$ cat config.mk
export PLATFORM = sky130hd
export DESIGN_NAME = cell_balance_and_limit_evaluator_unit
export DESIGN_NICKNAME = d
export VERILOG_FILES = /design/src/cbal_pkg.sv /design/src/cell_balance_and_limit_evaluator_unit.sv /design/src/cbal_ctrl.sv /design/src/cbal_dp.sv
export VERILOG_INCLUDE_DIRS = /design/src /design/src/src
export SDC_FILE = /design/constraint.sdc
export NUM_CORES = 1
export LEC_CHECK = 0
export ABC_AREA = 1
export BUFFER_PORTS_ARGS = -buffer_cell sky130_fd_sc_hd__buf_2
export CAP_MARGIN = 20
export CORE_MARGIN = 1.5
export CORE_UTILIZATION = 35
export CTS_CLUSTER_SIZE = 14
export DETAILED_ROUTE_END_ITERATION = 12
export PLACE_DENSITY = 0.56
export SYNTH_ARGS = -nofsm -noshare
export SYNTH_HDL_FRONTEND = slang
export SYNTH_SLANG_ARGS = --single-unit
$ cat constraint.sdc
create_clock -name clk -period 12.11 [get_ports clk]
set_input_delay 0.6055 -clock clk [delete_from_list [all_inputs] [get_ports clk]]
set_output_delay 0.6055 -clock clk [all_outputs]
set_load 0.05 [all_outputs]
$ cat src/cell_balance_and_limit_evaluator_unit_assert.svh
// Assertion macros for the cell balance and limit evaluator.
`ifndef CELL_BALANCE_AND_LIMIT_EVALUATOR_UNIT_ASSERT_SVH
`define CELL_BALANCE_AND_LIMIT_EVALUATOR_UNIT_ASSERT_SVH

`ifndef NO_ASSERTIONS
`define CBAL_ASSERT_SAME(label, ante, cons, msg) \
  label: assert property (@(posedge clk) disable iff (rst) (ante) |-> (cons)) \
    else $error(msg);
`define CBAL_ASSERT_NEXT(label, ante, cons, msg) \
  label: assert property (@(posedge clk) disable iff (rst) (ante) |=> (cons)) \
    else $error(msg);
`else
`define CBAL_ASSERT_SAME(label, ante, cons, msg)
`define CBAL_ASSERT_NEXT(label, ante, cons, msg)
`endif

`endif

$ cat src/cbal_pkg.sv
// Shared constants, types and command structures of the cell balance evaluator.
package cbal_pkg;

  localparam int NUM_CELLS    = 24;
  localparam int MV_W         = 13;
  localparam int AVG_W        = 13;
  localparam int PACK_W       = 18;
  localparam int CELL_INDEX_W = 5;
  localparam int IDX_W        = $clog2(NUM_CELLS);
  localparam int SUM_W        = MV_W + $clog2(NUM_CELLS);
  localparam int AVG_SHIFT    = SUM_W + $clog2(NUM_CELLS);
  localparam int RECIP_W      = SUM_W + 1;
  localparam int PROD_W       = SUM_W + RECIP_W;

  // Rounded-up reciprocal of the cell count, exact for every sum of SUM_W bits.
  localparam logic [RECIP_W-1:0] AVG_RECIP =
    RECIP_W'(((longint'(1) << AVG_SHIFT) + longint'(NUM_CELLS) - 1) / longint'(NUM_CELLS));

  localparam logic [MV_W-1:0] START_RESET = MV_W'(30);
  localparam logic [MV_W-1:0] STOP_RESET  = MV_W'(15);
  localparam logic [MV_W-1:0] OVER_RESET  = MV_W'(4200);
  localparam logic [MV_W-1:0] UNDER_RESET = MV_W'(2800);

  typedef enum logic [1:0] {
    REG_START = 2'd0,
    REG_STOP  = 2'd1,
    REG_OVER  = 2'd2,
    REG_UNDER = 2'd3
  } reg_idx_t;

  typedef enum logic [1:0] {
    FAULT_NONE  = 2'd0,
    FAULT_OVER  = 2'd1,
    FAULT_UNDER = 2'd2
  } fault_t;

  typedef struct packed {
    logic [MV_W-1:0] start_mv;
    logic [MV_W-1:0] stop_mv;
    logic [MV_W-1:0] over_mv;
    logic [MV_W-1:0] under_mv;
  } cbal_cfg_t;

  typedef struct packed {
    logic             load;
    logic             load_last;
    logic [IDX_W-1:0] wr_addr;
    logic             div_step;
    logic             rd_en;
    logic [IDX_W-1:0] rd_addr;
    logic             out_load;
    logic [IDX_W-1:0] out_idx;
    logic             out_last;
  } cbal_cmd_t;

endpackage

$ cat src/cell_balance_and_limit_evaluator_unit.sv
// Top level of the cell balance and limit evaluator with its register port.
`include "cell_balance_and_limit_evaluator_unit_assert.svh"

// The block takes a scan of NUM_CELLS cell voltages (24 by default), one item
// per cycle while in_ready is high. After the last cell of a scan it forms the
// pack sum and the truncated average, then returns one result item per cell in
// index order, with the hysteresis balance decision and the limit flag. The
// average comes from a reciprocal multiplication in the cycle after the last
// cell, and results leave one per cycle from the cell memory while out_ready
// stays high. While the average step and the result sequence run, in_ready
// stays low; the next scan may be loaded while the last result of the
// previous one still waits.
module cell_balance_and_limit_evaluator_unit
  import cbal_pkg::*;
(
  input  logic                    clk,
  input  logic                    rst,
  input  logic                    psel,
  input  logic                    penable,
  input  logic                    pwrite,
  input  logic [3:0]              paddr,
  input  logic [31:0]             pwdata,
  output logic [31:0]             prdata,
  output logic                    pready,
  input  logic                    in_valid,
  output logic                    in_ready,
  input  logic [MV_W-1:0]         cell_voltage_mv,
  output logic                    out_valid,
  input  logic                    out_ready,
  output logic [CELL_INDEX_W-1:0] cell_index,
  output logic                    balance_on,
  output logic                    balance_changed,
  output logic [1:0]              limit_fault,
  output logic [AVG_W-1:0]        average_mv,
  output logic [PACK_W-1:0]       pack_mv,
  output logic                    last_of_scan
);

  cbal_cfg_t cfg;
  cbal_cmd_t cmd;
  reg_idx_t  reg_sel;
  logic      cfg_wr;

  assign pready  = 1'b1;
  assign reg_sel = reg_idx_t'(paddr[3:2]);
  assign cfg_wr  = psel && penable && pwrite;

  always_ff @(posedge clk) begin
    if (rst) begin
      cfg.start_mv <= START_RESET;
      cfg.stop_mv  <= STOP_RESET;
      cfg.over_mv  <= OVER_RESET;
      cfg.under_mv <= UNDER_RESET;
    end else if (cfg_wr) begin
      unique case (reg_sel)
        REG_START: cfg.start_mv <= pwdata[MV_W-1:0];
        REG_STOP:  cfg.stop_mv  <= pwdata[MV_W-1:0];
        REG_OVER:  cfg.over_mv  <= pwdata[MV_W-1:0];
        REG_UNDER: cfg.under_mv <= pwdata[MV_W-1:0];
        default: begin
        end
      endcase
    end
  end

  always_comb begin
    unique case (reg_sel)
      REG_START: prdata = 32'(cfg.start_mv);
      REG_STOP:  prdata = 32'(cfg.stop_mv);
      REG_OVER:  prdata = 32'(cfg.over_mv);
      REG_UNDER: prdata = 32'(cfg.under_mv);
      default:   prdata = '0;
    endcase
  end

  cbal_ctrl u_ctrl (
    .clk       (clk),
    .rst       (rst),
    .in_valid  (in_valid),
    .in_ready  (in_ready),
    .out_ready (out_ready),
    .out_valid (out_valid),
    .cmd       (cmd)
  );

  cbal_dp u_dp (
    .clk             (clk),
    .rst             (rst),
    .cfg             (cfg),
    .cmd             (cmd),
    .cell_voltage_mv (cell_voltage_mv),
    .cell_index      (cell_index),
    .balance_on      (balance_on),
    .balance_changed (balance_changed),
    .limit_fault     (limit_fault),
    .average_mv      (average_mv),
    .pack_mv         (pack_mv),
    .last_of_scan    (last_of_scan)
  );

  `CBAL_ASSERT_SAME(a_no_load_in_div, cmd.div_step, !in_ready, "Input taken during division")
  `CBAL_ASSERT_NEXT(a_result_shown, cmd.out_load, out_valid, "Result not presented")
  `CBAL_ASSERT_SAME(a_last_index, out_valid && last_of_scan,
                    cell_index == CELL_INDEX_W'(NUM_CELLS - 1), "Last flag on wrong cell")
  `CBAL_ASSERT_SAME(a_fault_code, out_valid,
                    limit_fault != 2'd3, "Undefined limit fault code")

endmodule

$ cat src/cbal_ctrl.sv
// Controller: scan loading, average step sequencing and result emission.
module cbal_ctrl
  import cbal_pkg::*;
(
  input  logic      clk,
  input  logic      rst,
  input  logic      in_valid,
  output logic      in_ready,
  input  logic      out_ready,
  output logic      out_valid,
  output cbal_cmd_t cmd
);

  typedef enum logic [1:0] {
    S_LOAD,
    S_DIV,
    S_EMIT
  } state_t;

  state_t              state;
  logic [IDX_W-1:0]    load_cnt;
  logic [IDX_W-1:0]    iss_idx;
  logic                iss_pending;
  logic                f_valid;
  logic [IDX_W-1:0]    f_idx;
  logic                o_valid;

  logic in_acc;
  logic adv;
  logic produce;
  logic fetch;
  logic last_load;
  logic f_last;

  assign in_ready  = (state == S_LOAD);
  assign out_valid = o_valid;
  assign in_acc    = in_valid && in_ready;
  assign adv       = !o_valid || out_ready;
  assign produce   = (state == S_EMIT) && f_valid && adv;
  assign fetch     = (state == S_EMIT) && iss_pending && (!f_valid || adv);
  assign last_load = (load_cnt == IDX_W'(NUM_CELLS - 1));
  assign f_last    = (f_idx == IDX_W'(NUM_CELLS - 1));

  always_comb begin
    cmd           = '0;
    cmd.load      = in_acc;
    cmd.load_last = in_acc && last_load;
    cmd.wr_addr   = load_cnt;
    cmd.div_step  = (state == S_DIV);
    cmd.rd_en     = fetch;
    cmd.rd_addr   = iss_idx;
    cmd.out_load  = produce;
    cmd.out_idx   = f_idx;
    cmd.out_last  = f_last;
  end

  always_ff @(posedge clk) begin
    if (rst) begin
      state       <= S_LOAD;
      load_cnt    <= '0;
      iss_idx     <= '0;
      iss_pending <= 1'b0;
      f_valid     <= 1'b0;
      f_idx       <= '0;
      o_valid     <= 1'b0;
    end else begin
      if (produce) begin
        o_valid <= 1'b1;
      end else if (out_ready) begin
        o_valid <= 1'b0;
      end

      unique case (state)
        S_LOAD: begin
          if (in_acc) begin
            if (last_load) begin
              load_cnt <= '0;
              state    <= S_DIV;
            end else begin
              load_cnt <= load_cnt + IDX_W'(1);
            end
          end
        end
        S_DIV: begin
          iss_idx     <= '0;
          iss_pending <= 1'b1;
          f_valid     <= 1'b0;
          state       <= S_EMIT;
        end
        S_EMIT: begin
          if (fetch) begin
            f_valid <= 1'b1;
            f_idx   <= iss_idx;
            iss_idx <= iss_idx + IDX_W'(1);
            if (iss_idx == IDX_W'(NUM_CELLS - 1)) begin
              iss_pending <= 1'b0;
            end
          end else if (produce) begin
            f_valid <= 1'b0;
          end
          if (produce && f_last) begin
            state <= S_LOAD;
          end
        end
        default: begin
          state <= S_LOAD;
        end
      endcase
    end
  end

endmodule

$ cat src/cbal_dp.sv
// Datapath: cell memory, pack sum, reciprocal average, balance flags, results.
module cbal_dp
  import cbal_pkg::*;
(
  input  logic                    clk,
  input  logic                    rst,
  input  cbal_cfg_t               cfg,
  input  cbal_cmd_t               cmd,
  input  logic [MV_W-1:0]         cell_voltage_mv,
  output logic [CELL_INDEX_W-1:0] cell_index,
  output logic                    balance_on,
  output logic                    balance_changed,
  output logic [1:0]              limit_fault,
  output logic [AVG_W-1:0]        average_mv,
  output logic [PACK_W-1:0]       pack_mv,
  output logic                    last_of_scan
);

  logic [MV_W-1:0]      mem [NUM_CELLS];
  logic [MV_W-1:0]      rd_data;
  logic [SUM_W-1:0]     sum;
  logic [SUM_W-1:0]     sum_next;
  logic [SUM_W-1:0]     pack;
  logic [PROD_W-1:0]    avg_prod;
  logic [AVG_W-1:0]     quo;
  logic [NUM_CELLS-1:0] flags;

  logic                 was_on;
  logic                 now_on;
  logic signed [MV_W:0] excess;
  fault_t               fault;

  assign sum_next = sum + SUM_W'(cell_voltage_mv);
  assign avg_prod = PROD_W'(pack) * PROD_W'(AVG_RECIP);

  always_comb begin
    was_on = flags[cmd.out_idx];
    excess = $signed({1'b0, rd_data}) - $signed({1'b0, quo});
    if (was_on) begin
      now_on = excess > $signed({1'b0, cfg.stop_mv});
    end else begin
      now_on = excess > $signed({1'b0, cfg.start_mv});
    end
    if (rd_data >= cfg.over_mv) begin
      fault = FAULT_OVER;
    end else if (rd_data <= cfg.under_mv) begin
      fault = FAULT_UNDER;
    end else begin
      fault = FAULT_NONE;
    end
  end

  always_ff @(posedge clk) begin
    if (cmd.load) begin
      mem[cmd.wr_addr] <= cell_voltage_mv;
    end
    if (cmd.rd_en) begin
      rd_data <= mem[cmd.rd_addr];
    end
  end

  always_ff @(posedge clk) begin
    if (rst) begin
      sum   <= '0;
      flags <= '0;
    end else begin
      if (cmd.load) begin
        sum <= cmd.load_last ? '0 : sum_next;
      end
      if (cmd.out_load) begin
        flags[cmd.out_idx] <= now_on;
      end
    end
  end

  always_ff @(posedge clk) begin
    if (cmd.load_last) begin
      pack <= sum_next;
    end
    if (cmd.div_step) begin
      quo <= avg_prod[AVG_SHIFT +: AVG_W];
    end
  end

  always_ff @(posedge clk) begin
    if (cmd.out_load) begin
      cell_index      <= CELL_INDEX_W'(cmd.out_idx);
      balance_on      <= now_on;
      balance_changed <= now_on ^ was_on;
      limit_fault     <= fault;
      average_mv      <= quo;
      pack_mv         <= PACK_W'(pack);
      last_of_scan    <= cmd.out_last;
    end
  end

endmodule

==> impl_results.md, run 1 <==
* Routed WL at 73,120 um
* Vias at 20,349
* Ys async rst share at 0%
* Input/output buffers at 90
* # resized after CTS at 0
* Pre-CTS setup slack at 6.438 ns
* Maximum vdd drop at 0.1301 mV
* Synth Cell Area at 0.02910 mm2
* Largest stage delay on the critical path at 0.57 ns
* Critical path type: flip-flop to flip-flop
* Status: completed
* Sequential area share after synthesis at 48.80%
* Placed Area at 0.03071 mm2
* Final worst setup slack at 6.464 ns
* Critical path's slowest cell: edfxtp_1
* CTS root buf: clkbuf_16
* Cell Rows at 105
* Worst skew pair latency at 0.64 ns
* # IOs at 132
* Clock sinks at 511
* Multi-input logic area at 0.01265 mm2
* CTS max path bufs at 3
* Total gr overflow at 0
* CTS tree: done
* Hold crit path type: input port to flip-flop
* Clock transition at path regs at 0.06 ns
* Register area at 0.01421 mm2
* GP Congestion at 0.8934
* H-tree levels at 2
* Share of layout cells above drive strength 1 at 8.173%
* Setup repair after global routing missed its margin: no
* Synthesized flop and latch total at 511
* Fin crit period at 5.646 ns
* Leakage at 13.57 nW
* Final Hold Fails at 0
* Height of the chip at 291.4 um
* Hold Path Cell Cnt at 3
* Relative slew margins at 30.00%
* Synth cell types at 48
* PD cells at 118.2 mW/mm2
* # Post-CTS Setup Buffers at 0
* Skew final at 0.04727 ns
* Starting DRT DRC Count at 1,365
* R2R depth at 20
* Max Freq at 177.1 MHz
* Least-Margin Pin Slew at 1.046 ns
* Syn_area_per_cell at 9.906 um2
* Critical path endpoint category: flip-flop
* Critical Path AT at 6.00 ns
* Layout Cells excl Fill at 4,141
* Die Area at 0.08489 mm2
* Final period utilization at 46.63%
* Critical Path Source Type: flip-flop
* Vias per cell at 4.914
* Dpl cells at 4,040
* Initial antenna violation count at 0
* First-pass GRT wire length at 113,700 um
* Gate Count Post-Synth at 2,938
* Worst EP required at 12.46 ns
* Residual DRC count at 0
* Post-route ant nets at 0
* Hold Slack at 0.2748 ns
* Initial core utilization at 35.39%
* Tot GR Track Use at 17.21%
* Drt first pass iters at 5
* CTS Hold Bufs at 0
* Ys flop type: edfxtp_1
* Final number of setup-violating endpoints at 0
* Largest net degree at the start of global routing at 84
* Max cap viols at 0
* Diodes inserted at 0
* Critical Path, Cell by Cell: ha_1 > fa_1 > inv_1 > fa_1 > fa_1 > inv_1 > fa_1 > inv_1 > fa_1 > inv_1 > ha_1 > nand2_1 > nor2_1 > inv_1 > nor3_1 > nand3_1 > nand3b_1 > nand2_1 > nand3_1 > nand2_1
* Area grow syn2layout at 12.05%
* Slew Limit Fails at 0
* Fillcell total at 8,194
* DPL Wire Length at 51,200 um
* Post-synth EDFFs at 397
* Vias in the first global route at 19,749
* Layout Nets at 3,434
* Routed len/inst at 17.66 um
* CP max FO at 7
* Ys Warns at 0
* Setup TNS at 0 ns
* Core Area at 0.08224 mm2
* Total CTS buffers at 55
* Finished Cell Area at 0.03261 mm2
* Die X at 291.4 um
[final timing paths]
path	from	end	slack, ns
worst max-delay path	u_dp.pack[7]$_DFFE_PP_	u_dp.quo[5]$_DFFE_PN_	6.46
worst min-delay path	pwdata[0]	cfg[26]$_SDFFE_PP1P_	0.27
worst max register to register	u_dp.pack[7]$_DFFE_PP_	u_dp.quo[5]$_DFFE_PN_	6.46
worst min register to register	u_dp.quo[5]$_DFFE_PN_	u_dp.average_mv[5]$_DFFE_PP_	0.46
[through the flow]
stage          total power, W  util [%]
2_1_floorplan        0.002066         -
3_3_place_gp         0.002134     37.34
3_5_place_dp         0.002136     37.34
4_1_cts              0.003891     39.65
5_1_grt              0.003975     39.65
6_report             0.003853     39.65
[cells in the final DEF, fill, tap and decap left out, types with 9 or more instances in the layout]
cell	synthesis	layout
inv_1	460	458
nand2_1	402	402
edfxtp_1	397	397
nor2_1	366	365
ha_1	242	242
o21ai_0	183	183
a21oi_1	155	155
dfxtp_1	114	112
fa_1	109	109
nand3_1	105	105
buf_2	12	90
o32ai_1	58	58
clkbuf_16	0	55
buf_4	23	41
o211ai_1	26	26
xor2_1	25	25
nand4_1	22	22
o221ai_1	21	21
mux2i_1	20	20
conb_1	2	20
nor3_1	19	19
nand3_2	18	18
clkinv_2	0	10
clkbuf_1	67	10
a21o_1	9	9
xnor2_1	9	9
[state kept, by name, summed over array words and instances (netlist names), 2 cells and up]
register,count
cfg,52
u_ctrl.f_idx,5
u_ctrl.iss_idx,5
u_ctrl.load_cnt,5
u_ctrl.state,2
u_dp.average_mv,13
u_dp.cell_index,5
u_dp.flags,24
u_dp.limit_fault,2
u_dp.mem,312
u_dp.pack,18
u_dp.pack_mv,18
u_dp.quo,13
u_dp.rd_data,13
u_dp.sum,18
[layout make-up]
class / instances / area share (%)
Clock buffer: 70 / 4.528
Clock inverter: 31 / 1.297
Inverter: 465 / 5.368
Multi-Input combinational cell: 1863 / 38.80
Sequential cell: 511 / 43.58
Tap cell: 1070 / 4.105
Timing Repair Buffer: 131 / 2.325
[power breakdown]
| part | switching, W | total, W | internal (W) |
|---|---|---|---|
| logic | 0.000140 | 0.000186 | 0.0000462 |
| registers | 0.00000697 | 0.00191 | 0.00190 |
| clock network | 0.000733 | 0.00176 | 0.00102 |
[cells in the mapped netlist, drive strengths merged (9+ instances only)]
cell type | instances | share of area (%)
inv | 462 | 6.0
nand2 | 404 | 5.2
edfxtp | 397 | 41
nor2 | 369 | 4.8
ha | 242 | 10
o21ai | 188 | 3.2
a21oi | 155 | 2.7
nand3 | 124 | 2.5
dfxtp | 114 | 7.8
fa | 109 | 7.5
clkbuf | 67 | 0.86
o32ai | 58 | 1.7
buf | 50 | 1.1
o211ai | 26 | 0.67
xor2 | 25 | 0.75
nand4 | 23 | 0.55
o221ai | 21 | 0.63
mux2i | 20 | 0.69
nor3 | 19 | 0.33
a21o | 9 | 0.23
xnor2 | 9 | 0.27
[critical path, delay by kind of cell, from the launching register on]
kind	cells	cell delay [ns]
DFF	1	0.57
and+or+nand+nor	8	1.05
buffers and inverters	5	0.28
adders and majority gates	7	3.47
[layer usage]
layer	part of all wire (%)	GRT usage, %
met3	5.4	2.573
met5	0	0
met2	47	29.01
met4	2.3	4.217
met1	45	23.21
[logic make-up after synthesis]
family	count (synthesis)	synth area share, %
buf+inv	582	7.966
other cells	2	0.02580
mux	20	0.6878
xor+xnor	34	1.023
fa+ha+maj	351	17.90
simple gates	960	13.89
compound gates	478	9.703
flops	511	48.80
Power figures use the tool's default switching activity.
==> run 2, diff against run 1 <==
--- a/config.mk
+++ b/config.mk
@@ -13,7 +13,7 @@
 export CORE_UTILIZATION = 35
 export CTS_CLUSTER_SIZE = 14
 export DETAILED_ROUTE_END_ITERATION = 12
-export PLACE_DENSITY = 0.56
+export PLACE_DENSITY = 0.58
 export SYNTH_ARGS = -nofsm -noshare
 export SYNTH_HDL_FRONTEND = slang
 export SYNTH_SLANG_ARGS = --single-unit
==> constraint.sdc (replaced) <==
create_clock -name clk -period 5.1 [get_ports clk]
set_input_delay 0.255 -clock clk [delete_from_list [all_inputs] [get_ports clk]]
set_output_delay 0.255 -clock clk [all_outputs]
set_load 0.05 [all_outputs]
==> run 2 against run 1 <==
Effect of this change:
- sequential power increased by 140%
- clock power rose by 130%
- worst setup slack got worse by 6.4 ns
- non-clock buffer count increased by 105
==> impl_results.md, run 2 (synthesis results as in run 1) <==
* Clock sinks at 511 (unchanged)
* Layout Nets at 3,540 (+3.1%)
* Logic pwr share at 5.0% (+0.2 points)
* Final period utilization at 98.27% (+52 points)
* Tot GR Track Use at 17.75% (+0.54 points)
* CP most frequent cell: inv_1
* Critical Path, Cell by Cell: ha_4 > ha_1 > inv_1 > fa_1 > inv_1 > fa_1 > fa_1 > inv_1 > fa_2 > inv_2 > ha_4 > nand2_1 > buf_4 > a21oi_4 > nor2_2 > o21bai_1 > inv_1 > nor3_2 > nor2_1 > nand3_1 > nand2_1
* Routed len/inst at 17.89 um (+1.3%)
* Clock transition at path regs at 0.06 ns (about the same)
* Slew Limit Fails at 0 (unchanged)
* Largest net degree at the start of global routing at 127 (+51%)
* Die X at 291.4 um (unchanged)
* Relative slew margins at 43.07% (+13 points)
* CP max FO at 5 (-2)
* Critical path endpoint category: flip-flop
* Initial antenna violation count at 1 (+1)
* Commonest non-fill, non-tap cell in the layout: inv_1
* Routed WL at 76,020 um (+4.0%)
* Die Area at 0.08489 mm2 (unchanged)
* Biggest register: u_dp.mem
* Largest register FFs at 312 (unchanged)
* DPL Wire Length at 53,540 um (+4.6%)
* CTS root buf: clkbuf_16
* Area grow syn2layout at 16.54%
* Finished Cell Area at 0.03392 mm2 (+4.0%)
* Initial core utilization at 35.39% (unchanged)
* Pre-CTS setup slack at -0.2271 ns (-6.665 ns)
* CTS max path bufs at 3 (unchanged)
* Vias per cell at 4.928 (+0.28%)
* PD cells at 267.5 mW/mm2 (+130%)
* Net load switching power at 0.002061 W (+130%)
* Most frequent cells in the layout: inv_1 (448), edfxtp_1 (397), nand2_1 (391)
* Fin crit period at 5.012 ns (-0.6347 ns)
* Critical Path Source Type: flip-flop
* Maximum vdd drop at 0.3638 mV (+180%)
* CTS tree: done
* Input/output buffers at 90 (unchanged)
* Hold crit path type: input port to flip-flop
* Critical path's slowest cell: fa_2
* Final Hold Fails at 0 (unchanged)
* Layout Cells excl Fill at 4,250 (+2.6%)
* Clock power frac at 44.9% (-0.7 points)
* Status: completed
* Reg power frac at 50.0% (+0.4 points)
* Hold Slack at 0.1462 ns (-0.1286 ns)
* Diodes inserted at 0 (unchanged)
* CP bufs+invs at 6 (+1)
* P_int at 0.007013 W (+140%)
* Total CTS buffers at 56 (+1.8%)
* Fillcell total at 8,008 (-2.3%)
* Vias at 20,944 (+2.9%)
* Share of layout cells above drive strength 1 at 12.92% (+4.8 points)
* Critical Path AT at 5.36 ns (-0.64 ns)
* Worst EP required at 5.45 ns (-7.01 ns)
* Family with the most delay on the worst path: adder cells
* Height of the chip at 291.4 um (unchanged)
* Total gr overflow at 0 (unchanged)
* Final number of setup-violating endpoints at 0 (unchanged)
* H-tree levels at 2 (unchanged)
* GP Congestion at 0.9042 (+1.2%)
* Leakage at 14.06 nW (+3.6%)
* Residual DRC count at 0 (unchanged)
* Setup TNS at 0 ns (unchanged)
* Final worst setup slack at 0.08834 ns (-6.375 ns)
* First-pass GRT wire length at 117,200 um (+3.1%)
* Critical path type: flip-flop to flip-flop
* Top Registers: u_dp.mem (312), cfg (52), u_dp.flags (24)
* Largest stage delay on the critical path at 0.57 ns (about the same)
* Setup repair after global routing missed its margin: yes
* Worst skew pair latency at 0.63 ns (about the same)
* Max cap viols at 0 (unchanged)
* Starting DRT DRC Count at 1,432 (+4.9%)
* Least-Margin Pin Slew at 0.8507 ns (-0.1955 ns)
* Vias in the first global route at 20,266 (+2.6%)
* Drt first pass iters at 6 (+1)
* Post-route ant nets at 0 (unchanged)
* Skew final at 0.04508 ns (-0.002188 ns)
* Switching share of total power at 22.72% (-0.13 points)
* Dpl cells at 4,110 (+1.7%)
* Core Area at 0.08224 mm2 (unchanged)
* Cell Rows at 105 (unchanged)
* # IOs at 132 (unchanged)
* Placed Area at 0.03127 mm2 (+1.8%)
* Max Freq at 199.5 MHz (+13%)
run 2: cell count changes in the layout (fill, tap and decap cells not counted), sizes merged:
cell | previous run | this run
buf | 131 | 222
dlygate4sd3 | 0 | 14
clkbuf | 70 | 78
clkinv | 23 | 21
inv | 465 | 463
bufinv | 7 | 6
clkinvlp | 1 | 2
run 2: worst reg2reg max path: stages (launching register included):
cell	delay [ns]
edfxtp_1	0.55
ha_4	0.31
ha_1	0.27
inv_1	0.05
fa_1	0.54
inv_1	0.07
fa_1	0.50
fa_1	0.55
inv_1	0.05
fa_2	0.57
inv_2	0.06
ha_4	0.29
nand2_1	0.07
buf_4	0.14
a21oi_4	0.12
nor2_2	0.06
o21bai_1	0.15
inv_1	0.09
nor3_2	0.10
nor2_1	0.08
nand3_1	0.07
nand2_1	0.05
run 2: final timing paths:
kind | cells after the start | from | endpoint | slack [ns]
worst max-delay path | 21 | u_dp.pack[8]$_DFFE_PP_ | u_dp.quo[10]$_DFFE_PN_ | 0.09
worst min-delay path | 1 | cell_voltage_mv[11] | u_dp.mem[3][11]$_DFFE_PP_ | 0.15
worst max register to register | 21 | u_dp.pack[8]$_DFFE_PP_ | u_dp.quo[10]$_DFFE_PN_ | 0.09
worst min register to register | 0 | u_dp.quo[12]$_DFFE_PN_ | u_dp.average_mv[12]$_DFFE_PP_ | 0.46
run 2: routing by layer:
metal	track usage, %	up-vias	share of wire, %
li1	-	10247	-
met1	23.91	10099	45
met2	29.62	492	47
met3	2.772	106	5.4
met4	4.840	0	2.4
met5	0	-	0
run 2: final cells by class:
type	count	area (um2)	share of cell area (%)
sequential	511	14210	41.90
multi-input combinational	1863	13130	38.72
inverter	465	1750	5.161
timing repair buffer	236	1638	4.829
clock buffer	78	1504	4.434
tap	1070	1339	3.947
clock inverter	27	344.1	1.014
run 2: repair_timing:
| item | in CTS | in global routing |
|---|---|---|
| hold buffers | 14 | 0 |
| resized for setup | 27 | 79 |
| endpoints found under the setup margin | 12 | 13 |
| setup buffers | 8 | 13 |
| pin swaps | 10 | 50 |
| hold endpoints to repair | 51 | 0 |
run 2: stage by stage:
step,total power (W),utilization (%)
after floorplan,0.004906,-
after global placement,0.005070,38.03
after detailed placement,0.005074,38.03
after CTS,0.009163,40.73
after global routing,0.009360,41.24
final,0.009074,41.24
run 2: power by group through the flow:
stage / clock (W) / sequential [W] / combinational (W)
floorplan: 0 / 0.00463 / 0.000280
global placement: 0 / 0.00463 / 0.000443
detailed placement: 0 / 0.00463 / 0.000445
CTS: 0.00417 / 0.00454 / 0.000456
global route: 0.00432 / 0.00454 / 0.000497
finish: 0.00408 / 0.00454 / 0.000456
